File: src/y420rgb_pkg.sv
package y420rgb_pkg;

  // configuration register indexes
  localparam logic [2:0] REG_COEF_LUMA     = 3'd0;
  localparam logic [2:0] REG_COEF_CR_RED   = 3'd1;
  localparam logic [2:0] REG_COEF_CR_GREEN = 3'd2;
  localparam logic [2:0] REG_COEF_CB_GREEN = 3'd3;
  localparam logic [2:0] REG_COEF_CB_BLUE  = 3'd4;
  localparam logic [2:0] REG_FRAC_SHIFT    = 3'd5;
  localparam logic [2:0] REG_UPSAMPLE_MODE = 3'd6;

  // chroma upsampling modes
  localparam logic [1:0] MODE_ZERO_FILL = 2'd0;
  localparam logic [1:0] MODE_REPLICATE = 2'd1;
  localparam logic [1:0] MODE_AVERAGE   = 2'd2;

  // pixel positions within a block, raster order
  localparam logic [1:0] PIX_TOP_LEFT     = 2'd0;
  localparam logic [1:0] PIX_TOP_RIGHT    = 2'd1;
  localparam logic [1:0] PIX_BOTTOM_LEFT  = 2'd2;
  localparam logic [1:0] PIX_BOTTOM_RIGHT = 2'd3;

  // reset values of the configuration registers
  localparam logic [14:0] RST_COEF_LUMA     = 15'd9535;
  localparam logic [14:0] RST_COEF_CR_RED   = 15'd13074;
  localparam logic [14:0] RST_COEF_CR_GREEN = 15'd6660;
  localparam logic [14:0] RST_COEF_CB_GREEN = 15'd3203;
  localparam logic [14:0] RST_COEF_CB_BLUE  = 15'd16531;
  localparam logic [3:0]  RST_FRAC_SHIFT    = 4'd13;
  localparam logic [1:0]  RST_UPSAMPLE_MODE = 2'd1;

  localparam int CFG_DATA_W = 15;

  typedef struct packed {
    logic [7:0] y_top_left;
    logic [7:0] y_top_right;
    logic [7:0] y_bottom_left;
    logic [7:0] y_bottom_right;
    logic [7:0] cb_here;
    logic [7:0] cb_right;
    logic [7:0] cb_below;
    logic [7:0] cb_diagonal;
    logic [7:0] cr_here;
    logic [7:0] cr_right;
    logic [7:0] cr_below;
    logic [7:0] cr_diagonal;
  } in_item_t;

  typedef struct packed {
    logic [7:0] red;
    logic [7:0] green;
    logic [7:0] blue;
    logic       last_pixel;
  } out_item_t;

endpackage

File: src/ycbcr420_to_rgb_converter.sv
// ycbcr 4:2:0 to rgb converter, one 2x2 luma block per input transaction
//
// input channel (in_valid/in_ready/in_data): four luma samples of a block plus
// the block's own cb/cr and those of its right, lower and diagonal neighbours.
// output channel (out_valid/out_ready/out_data): four pixel transactions per
// block in raster order (top-left, top-right, bottom-left, bottom-right), the
// last one carrying last_pixel.
// config channel (cfg_valid/cfg_ready/cfg_index/cfg_data): always ready, one
// register write per transaction; write only while the block is idle.
//
// the first pixel of a block passes through the block register and then the
// result register; the rest follow one per cycle unless the receiver stalls.
// throughput: one pixel per cycle unless the receiver stalls; the single
// pixel datapath (five coefficient multipliers, rounding shift, clamp) sets this.
// the next block is taken in the same cycle its last pixel is computed.
//
// reset: coefficient registers return to their bt.601 defaults, the block and
// output registers are emptied. a stalled receiver holds the output register,
// which in turn stops the pixel counter and then the input channel.
module ycbcr420_to_rgb_converter
  import y420rgb_pkg::*;
(
  input  logic                  clk,
  input  logic                  rst_n,
  input  logic                  in_valid,
  output logic                  in_ready,
  input  in_item_t              in_data,
  output logic                  out_valid,
  input  logic                  out_ready,
  output out_item_t             out_data,
  input  logic                  cfg_valid,
  output logic                  cfg_ready,
  input  logic [2:0]            cfg_index,
  input  logic [CFG_DATA_W-1:0] cfg_data
);

  typedef logic signed [25:0] acc_t;

  // configuration registers
  logic [14:0] coef_luma_r, coef_cr_red_r, coef_cr_green_r, coef_cb_green_r, coef_cb_blue_r;
  logic [3:0]  frac_shift_r;
  logic [1:0]  upsample_mode_r;

  // block register and pixel sequencing
  in_item_t    blk_r;
  logic        blk_vld_r;
  logic [1:0]  pix_cnt_r;

  // result register
  out_item_t   out_r;
  logic        out_vld_r;

  logic        advance;
  logic        blk_done;
  logic        in_fire;

  assign cfg_ready = 1'b1;

  // a pixel moves into the result register when it is free or being emptied
  assign advance  = blk_vld_r && (!out_vld_r || out_ready);
  assign blk_done = advance && (pix_cnt_r == PIX_BOTTOM_RIGHT);
  assign in_ready = !blk_vld_r || blk_done;
  assign in_fire  = in_valid && in_ready;

  always_ff @(posedge clk) begin
    if (!rst_n) begin
      coef_luma_r     <= RST_COEF_LUMA;
      coef_cr_red_r   <= RST_COEF_CR_RED;
      coef_cr_green_r <= RST_COEF_CR_GREEN;
      coef_cb_green_r <= RST_COEF_CB_GREEN;
      coef_cb_blue_r  <= RST_COEF_CB_BLUE;
      frac_shift_r    <= RST_FRAC_SHIFT;
      upsample_mode_r <= RST_UPSAMPLE_MODE;
    end else if (cfg_valid) begin
      unique case (cfg_index)
        REG_COEF_LUMA:     coef_luma_r     <= cfg_data;
        REG_COEF_CR_RED:   coef_cr_red_r   <= cfg_data;
        REG_COEF_CR_GREEN: coef_cr_green_r <= cfg_data;
        REG_COEF_CB_GREEN: coef_cb_green_r <= cfg_data;
        REG_COEF_CB_BLUE:  coef_cb_blue_r  <= cfg_data;
        REG_FRAC_SHIFT:    frac_shift_r    <= cfg_data[3:0];
        REG_UPSAMPLE_MODE: upsample_mode_r <= cfg_data[1:0];
        default: ; // writes beyond the register list are dropped
      endcase
    end
  end

  // chroma for one pixel position from the four neighbouring samples
  function automatic logic [7:0] upsample(input logic [1:0] mode, input logic [1:0] pix,
                                          input logic [7:0] h, input logic [7:0] rt,
                                          input logic [7:0] bl, input logic [7:0] dg);
    logic [8:0] sum_rt;
    logic [8:0] sum_bl;
    logic [9:0] sum_all;
    logic [7:0] c;
    sum_rt  = {1'b0, h} + {1'b0, rt} + 9'd1;
    sum_bl  = {1'b0, h} + {1'b0, bl} + 9'd1;
    sum_all = {2'b0, h} + {2'b0, rt} + {2'b0, bl} + {2'b0, dg} + 10'd2;
    c = h;
    if (pix != PIX_TOP_LEFT) begin
      unique case (mode)
        MODE_ZERO_FILL: c = 8'd0;
        MODE_AVERAGE: begin
          unique case (pix)
            PIX_TOP_RIGHT:   c = sum_rt[8:1];
            PIX_BOTTOM_LEFT: c = sum_bl[8:1];
            default:         c = sum_all[9:2];
          endcase
        end
        default: c = h; // replicate, and the unused code
      endcase
    end
    return c;
  endfunction

  // rounding arithmetic shift then clamp to 0..255
  function automatic logic [7:0] round_clamp(input acc_t acc, input logic [3:0] k);
    acc_t rnd;
    acc_t sh;
    logic [7:0] v;
    if (k == 4'd0) begin
      sh = acc;
    end else begin
      rnd = acc_t'(1) <<< (k - 4'd1);
      sh  = (acc + rnd) >>> k;
    end
    if (sh < 0) v = 8'd0;
    else if (sh > acc_t'(255)) v = 8'd255;
    else v = sh[7:0];
    return v;
  endfunction

  // single pixel datapath, pixel picked by the counter
  logic [7:0]        y_sel, cb_sel, cr_sel;
  logic signed [8:0] yy, cbb, crr;
  acc_t              p_luma, p_cr_red, p_cr_green, p_cb_green, p_cb_blue;
  acc_t              acc_r_c, acc_g_c, acc_b_c;
  out_item_t         pix_c;

  always_comb begin
    unique case (pix_cnt_r)
      PIX_TOP_LEFT:    y_sel = blk_r.y_top_left;
      PIX_TOP_RIGHT:   y_sel = blk_r.y_top_right;
      PIX_BOTTOM_LEFT: y_sel = blk_r.y_bottom_left;
      default:         y_sel = blk_r.y_bottom_right;
    endcase
    cb_sel = upsample(upsample_mode_r, pix_cnt_r, blk_r.cb_here, blk_r.cb_right,
                      blk_r.cb_below, blk_r.cb_diagonal);
    cr_sel = upsample(upsample_mode_r, pix_cnt_r, blk_r.cr_here, blk_r.cr_right,
                      blk_r.cr_below, blk_r.cr_diagonal);

    // offset removal
    yy  = $signed({1'b0, y_sel})  - 9'sd16;
    cbb = $signed({1'b0, cb_sel}) - 9'sd128;
    crr = $signed({1'b0, cr_sel}) - 9'sd128;

    // 16x9 signed products, 25 bits, carried at 26
    p_luma     = acc_t'($signed({1'b0, coef_luma_r}))     * acc_t'(yy);
    p_cr_red   = acc_t'($signed({1'b0, coef_cr_red_r}))   * acc_t'(crr);
    p_cr_green = acc_t'($signed({1'b0, coef_cr_green_r})) * acc_t'(crr);
    p_cb_green = acc_t'($signed({1'b0, coef_cb_green_r})) * acc_t'(cbb);
    p_cb_blue  = acc_t'($signed({1'b0, coef_cb_blue_r}))  * acc_t'(cbb);

    acc_r_c = p_luma + p_cr_red;
    acc_g_c = p_luma - p_cr_green - p_cb_green;
    acc_b_c = p_luma + p_cb_blue;

    pix_c.red        = round_clamp(acc_r_c, frac_shift_r);
    pix_c.green      = round_clamp(acc_g_c, frac_shift_r);
    pix_c.blue       = round_clamp(acc_b_c, frac_shift_r);
    pix_c.last_pixel = (pix_cnt_r == PIX_BOTTOM_RIGHT);
  end

  // block register: loaded on input transaction, emptied after its last pixel
  always_ff @(posedge clk) begin
    if (!rst_n) begin
      blk_vld_r <= 1'b0;
      pix_cnt_r <= PIX_TOP_LEFT;
    end else begin
      if (in_fire) begin
        blk_vld_r <= 1'b1;
      end else if (blk_done) begin
        blk_vld_r <= 1'b0;
      end
      if (advance) begin
        pix_cnt_r <= pix_cnt_r + 2'd1;
      end
    end
  end

  always_ff @(posedge clk) begin
    if (in_fire) begin
      blk_r <= in_data;
    end
  end

  // result register
  always_ff @(posedge clk) begin
    if (!rst_n) begin
      out_vld_r <= 1'b0;
    end else if (advance) begin
      out_vld_r <= 1'b1;
    end else if (out_ready) begin
      out_vld_r <= 1'b0;
    end
  end

  always_ff @(posedge clk) begin
    if (advance) begin
      out_r <= pix_c;
    end
  end

  assign out_valid = out_vld_r;
  assign out_data  = out_r;

endmodule

File: config.mk
export PLATFORM = sky130hd
export DESIGN_NAME = ycbcr420_to_rgb_converter
export DESIGN_NICKNAME = d
export VERILOG_FILES = /design/src/y420rgb_pkg.sv /design/src/ycbcr420_to_rgb_converter.sv
export SDC_FILE = /design/constraint.sdc
export NUM_CORES = 2
export LEC_CHECK = 0
export BUFFER_PORTS_ARGS = -buffer_cell sky130_fd_sc_hd__clkbuf_2
export CORE_ASPECT_RATIO = 1.2
export CORE_MARGIN = 2
export CORE_UTILIZATION = 30
export DETAILED_ROUTE_END_ITERATION = 10
export GPL_TIMING_DRIVEN = 0
export SYNTH_ARGS = -nofsm -noshare
export SYNTH_HDL_FRONTEND = slang
export SYNTH_SLANG_ARGS = --single-unit
File: constraint.sdc
create_clock -name clk -period 17 [get_ports clk]
set_input_delay 0.85 -clock clk [delete_from_list [all_inputs] [get_ports clk]]
set_output_delay 0.85 -clock clk [all_outputs]
set_load 0.05 [all_outputs]
After elaboration in Yosys (flattened, before gate mapping). Cells that the tools add are included.

Word-level logic and storage cells: 117. Bits of input ports: 119. Register bits after elaboration: 206. Output and inout port bits: 28.

Equality and inequality tests: 10. Add/subtract/negate cells: 28. Reduce and logical (&&, ||, !) cells: 21. Order comparisons: 6. Mux-type cells: 17. $mul: 5. Shift-type cells: 4.

Operators by type and width (number): 16-bit by 9-bit multiplier with 25-bit output (5); 26-bit adder (3); 26-bit by 9-bit greater-than comparator with 1-bit output (second input constant) (3); 26-bit by 1-bit less-than comparator with 1-bit output (second input constant) (3); 26-bit two-way mux (3); 26-bit by 4-bit >>> shifter with 26-bit output (3); 8-bit one-hot mux with 2 select lines (4); 8-bit by 8-bit adder with 9-bit output (6); 25-bit by 25-bit adder with 26-bit output (2); 8-bit two-way mux (5); 9-bit by 1-bit adder with 9-bit output (second input constant) (4); 2-bit by 4-bit <<< shifter with 26-bit output (first input constant) (1); 25-bit by 25-bit subtractor with 26-bit output (1); 26-bit by 25-bit subtractor with 26-bit output (1); 8-bit one-hot mux with 3 select lines (1); 10-bit by 2-bit adder with 10-bit output (second input constant) (2); 10-bit by 8-bit adder with 10-bit output (2); 9-bit by 8-bit adder with 10-bit output (2); 8-bit by 8-bit subtractor with 9-bit output (second input constant) (2); 2-bit AND reduction (7); 3-bit == test (second input constant) (3); 8-bit by 5-bit subtractor with 9-bit output (second input constant) (1); 2-bit == test (second input constant) (3); 3-bit by 2-bit == test with 1-bit output (second input constant) (2); other kinds (12) (22).

Longest topological paths before layout.
Word-level depth: 16. Mapped depth: 58.

Worst setup path before layout. Ideal clock, no wire load.

Path kind: register -> register. Start: register pix_cnt_r[0]. End: register out_r (netlist bit out_data[15]), data pin. Path buffers: 4. Data arrival time: 14.007 ns. Data required time: 16.709 ns. Stages on the path, launching flop included: 58. Period minus slack after synthesis: 14.298 ns. Setup time: 0.291 ns. Setup slack: 2.702 ns. Cell sequence: dfxtp_1 inv_1 ha_1 clkbuf_1 a222oi_1 a21oi_1 clkbuf_1 inv_1 ha_1 xor2_1 clkbuf_1 nand2_1 fa_1 fa_1 inv_1 fa_1 fa_1 inv_1 [22 not listed] a211o_1 nor2_1 nor2_1 nor2_1 xnor2_1 ha_1 nand4_1 nor2_1 a211o_1 a221oi_2 nor4_1 a221oi_2 a211oi_1 a221o_1 a21oi_2 or3b_1 a222oi_1 a311oi_1.

Word-level cells in the longest chain between the ends: 13. Elaborated cells between the ends (all ways): 25. Those cells by class: add/sub: 6; mul: 3; order compare: 2; eq/ne: 2; shift: 1; mux: 9; reduce/logical: 2.

RTL lines: start, declared (line ycbcr420_to_rgb_converter.sv:47) `logic [1:0] pix_cnt_r;`; start signal, assigned (line ycbcr420_to_rgb_converter.sv:186) `pix_cnt_r <= pix_cnt_r + 2'd1;`; 2-bit == test or 2-bit by 1-bit == test with 1-bit output (tied branches) (line ycbcr420_to_rgb_converter.sv:104, ycbcr420_to_rgb_converter.sv:141); 8-bit one-hot mux with 2 select lines (line ycbcr420_to_rgb_converter.sv:104) `unique case (pix)`; 8-bit one-hot mux with 2 select lines (line ycbcr420_to_rgb_converter.sv:101) `unique case (mode)`; 8-bit two-way mux (line ycbcr420_to_rgb_converter.sv:100) `if (pix != PIX_TOP_LEFT) begin`; 8-bit by 8-bit subtractor with 9-bit output (line ycbcr420_to_rgb_converter.sv:155) `crr = $signed({1'b0, cr_sel}) - 9'sd128;`; 16-bit by 9-bit multiplier with 25-bit output (line ycbcr420_to_rgb_converter.sv:160) `p_cr_green = acc_t'($signed({1'b0, coef_cr_green_r})) * acc_t'(crr);`; 25-bit by 25-bit subtractor with 26-bit output (line ycbcr420_to_rgb_converter.sv:165) `acc_g_c = p_luma - p_cr_green - p_cb_green;`; 26-bit by 25-bit subtractor with 26-bit output * (line ycbcr420_to_rgb_converter.sv:165); 26-bit adder (line ycbcr420_to_rgb_converter.sv:125) `sh = (acc + rnd) >>> k;`; 26-bit by 4-bit >>> shifter with 26-bit output (line ycbcr420_to_rgb_converter.sv:125); 26-bit two-way mux * (line ycbcr420_to_rgb_converter.sv:121) `if (k == 4'd0) begin`; 26-bit by 9-bit greater-than comparator with 1-bit output (line ycbcr420_to_rgb_converter.sv:128) `else if (sh > acc_t'(255)) v = 8'd255;`; 8-bit two-way mux (line ycbcr420_to_rgb_converter.sv:128); end signal, assigned (line ycbcr420_to_rgb_converter.sv:210) `out_r <= pix_c;`; end, declared (line ycbcr420_to_rgb_converter.sv:50) `out_item_t out_r;`.

Mark *: on every way between the ends. The rest lies on a longest branch, timed or not. A chain may end at the register's enable or synchronous reset.

Worst setup path after layout.
Start: register pix_cnt_r[0]. End: register out_r (netlist bit out_data[13]), data pin.

Same word-level chain as after synthesis.

==> impl_metrics.py <==
metrics = {
    "critical_path": {
        "path_max_fanout": 10,
        "crit_type": "reg2reg",
        "max_stage_delay_ps": 670,
        "crit_top_cell": "fa_1",
        "cp_slowest_cell": "a2111oi_1",
        "crit_arrival_ps": 16590,
        "reg2reg_depth": 53,
        "crit_path_end_kind": "register",
        "crit_required_ps": 17430,
        "start_kind": "register",
    },
    "sta": {
        "finalHoldViolCount": 0,
        "grt_setup_unrepaired": "no",
        "max_freq_mhz": 61.9,
        "setup_tns_ps": 0,
        "whs_ps": 422,
        "setup_violations": 0,
        "final.min_clock_period_ps": 16160,
        "slew_viol_final": 0,
        "relSlewSlack_pct": 9.63,
        "max_slew.worst_pin.slew_ps": 1350,
        "timing.final.crit_share_pct": 95.0,
        "clock_skew_ps": 23.4,
    },
    "synth": {
        "synth-simple-area-share_pct": 18.1,
        "synth_seq_cells": 206,
        "avgSynthCellArea_um2": 8.66,
        "synth_ff_type": "edfxtp_1",
        "synth_top_area_share_pct": 28.7,
        "synthMuxAreaShare_pct": 2.22,
        "synth_common_cells": "inv_1, nand2_1, fa_1",
        "yosys_warnings": 0,
        "synth_fa_ha_area_share_pct": 41.3,
        "synth-edff-count": 121,
        "synth_xor_area_share_pct": 3.50,
        "synth-async-reset-ratio_pct": 0,
        "yosysSeqAreaShare_pct": 12.5,
        "synth_nets": 6083,
        "syn_inst": 4924,
        "yosysUniqueCellTypes": 95,
        "syn_area_mm2": 0.0426,
        "synth_top_family_by_area": "adder cells",
        "synth_compound_area_share_pct": 14.0,
        "synthTopCellsByArea": "fa_1, ha_1, edfxtp_1, inv_1, nand2_1",
        "yosysMostFrequentCell": "inv_1",
        "synth_top_area_cell": "fa_1",
    },
    "run_status": {
        "outcome": "finished clean",
    },
    "layout": {
        "n_fill_cell": 14627,
        "area_delta_synth_final_pct": 9.87,
        "fin_cells": 6960,
        "fin_nets": 6262,
        "drive_gt1_share_pct": 5.66,
    },
    "global_routing": {
        "grt-ovfl-total": 0,
        "grt_max_degree": 65,
        "grt_first_pass_wirelength_um": 221000,
        "gr-usage-all-layers_pct": 19.8,
        "antenna_found_initial": 5,
        "first_global_vias": 36412,
    },
    "clocking": {
        "clkTransAtPathRegs_ps": 70,
        "cts_tree": "yes",
        "cts_buffer_depth": 3,
        "clk-insertion-delay-late_ps": 610,
        "clockRootBuffer": "clkbuf_16",
        "hold_buffers": 0,
        "cts_buffers": 25,
        "cts_sinks": 206,
        "htree_levels": 1,
    },
    "floorplanning": {
        "floorplan.rows": 151,
        "io_pins": 147,
        "core_area_mm2": 0.141,
        "start_util_pct": 30.2,
        "dieArea_mm2": 0.145,
        "die_h_um": 417,
        "die_w_um": 348,
    },
    "routing": {
        "vias_per_cell": 5.15,
        "ant_nets": 0,
        "drtIter0Drc": 2325,
        "drc_errors": 0,
        "wl_um": 145000,
        "routed-via-count": 35840,
        "dr.pass1.iters": 6,
        "wl_per_cell_um": 20.9,
    },
    "placed_design": {
        "hpwl_um": 122000,
        "dp.cells": 6909,
        "io_buffers": 144,
        "finalWeightedCongestion": 0.976,
    },
    "run": {
        "cap_violations": 0,
    },
    "worst_hold_path": {
        "hold_path_class": "in2reg",
        "holdPathStages": 1,
    },
}
==> stage by stage <==
step                      instance area, um^2  util, %  setup slack [ps]
after floorplan                         42600        -              2700
after global placement                  45700     32.4             -1580
after detailed placement                45800     32.4             -1560
after CTS                               46800     33.1              64.0
after global routing                    46900     33.2              25.8
final                                   46900     33.2               843
==> timing repair <==
item | 4_1_cts | 5_1_grt
buffers inserted | 1 | 4
pin swaps | 1 | 2
setup endpoints to repair | 8 | 16
resized for setup | 10 | 16
==> state kept, by name (all words and copies together) (netlist names) <==
register and flops:
coef_cb_green_r 15, frac_shift_r 4, out_valid 1, blk_vld_r 1, blk_r 96, pix_cnt_r 2, coef_cb_blue_r 15, out_data 25
coef_cr_red_r 15, coef_luma_r 15, coef_cr_green_r 15, upsample_mode_r 2
==> worst max-delay path: cells and delay by family, from the launching register on <==
family / cells / cell delay [ps]
AND/OR/NAND/NOR: 10 / 2250
XOR/XNOR: 3 / 720
buffers and inverters: 11 / 1310
adder cells (fa/ha/maj): 16 / 7400
AO/OA/AOI/OAI: 13 / 3960
flip-flops: 1 / 350
==> metal layers <==
metal / wire [um] / global-route usage, % / vias to the layer above / part of all wire [%]
met5: 13 / 0 / - / 0.0090
met3: 9090 / 2.76 / 305 / 6.3
met2: 66300 / 32.5 / 1281 / 46
met4: 8760 / 10.4 / 2 / 6.0
met1: 61000 / 25.3 / 17625 / 42
li1: - / - / 16627 / -
==> kinds of logic after synthesis <==
logic type	Yosys count
muxes	76
and+or+nand+nor	1609
AOI/OAI and AO/OA	876
adders and majority gates	1040
xor gates and xnor gates	169
buffers and inverters	947
other	1
DFF	206
==> final cells by class <==
| cell class | count | area (um^2) | share of cell area (%) |
|---|---|---|---|
| Sequential cell | 206 | 5340 | 11.4 |
| Multi-Input combinational cell | 3771 | 33900 | 72.3 |
| Timing Repair Buffer | 155 | 858 | 1.83 |
| Antenna cell | 2 | 5.00 | 0.0107 |
| Buffer | 242 | 920 | 1.96 |
| Inverter | 702 | 2640 | 5.62 |
| Clock inverter | 16 | 263 | 0.561 |
| Tap cell | 1836 | 2300 | 4.90 |
| Clock buffer | 30 | 654 | 1.40 |
==> path summary, 6_finish.rpt <==
path	startpoint	to	slack, ps
worst max-delay path	pix_cnt_r[0]	out_data[13]	840
worst min-delay path	in_data[13]	blk_r[13]	420
worst max register to register	pix_cnt_r[0]	out_data[13]	840
worst min register to register	blk_vld_r	out_valid	490
==> cells in the final DEF (no fill, tap or decap), types with 118 or more instances in the layout <==
master      n
inv_1     698
nand2_1   648
fa_1      611
ha_1      426
and2_1    278
nor2_1    258
a21oi_1   191
clkbuf_1  167
o21ai_0   158
clkbuf_2  149
edfxtp_1  121
xnor2_1   118
Power is left out: the tool's default activity adds up to more than one toggle a clock period on the data nets, which glitch-free logic cannot reach.
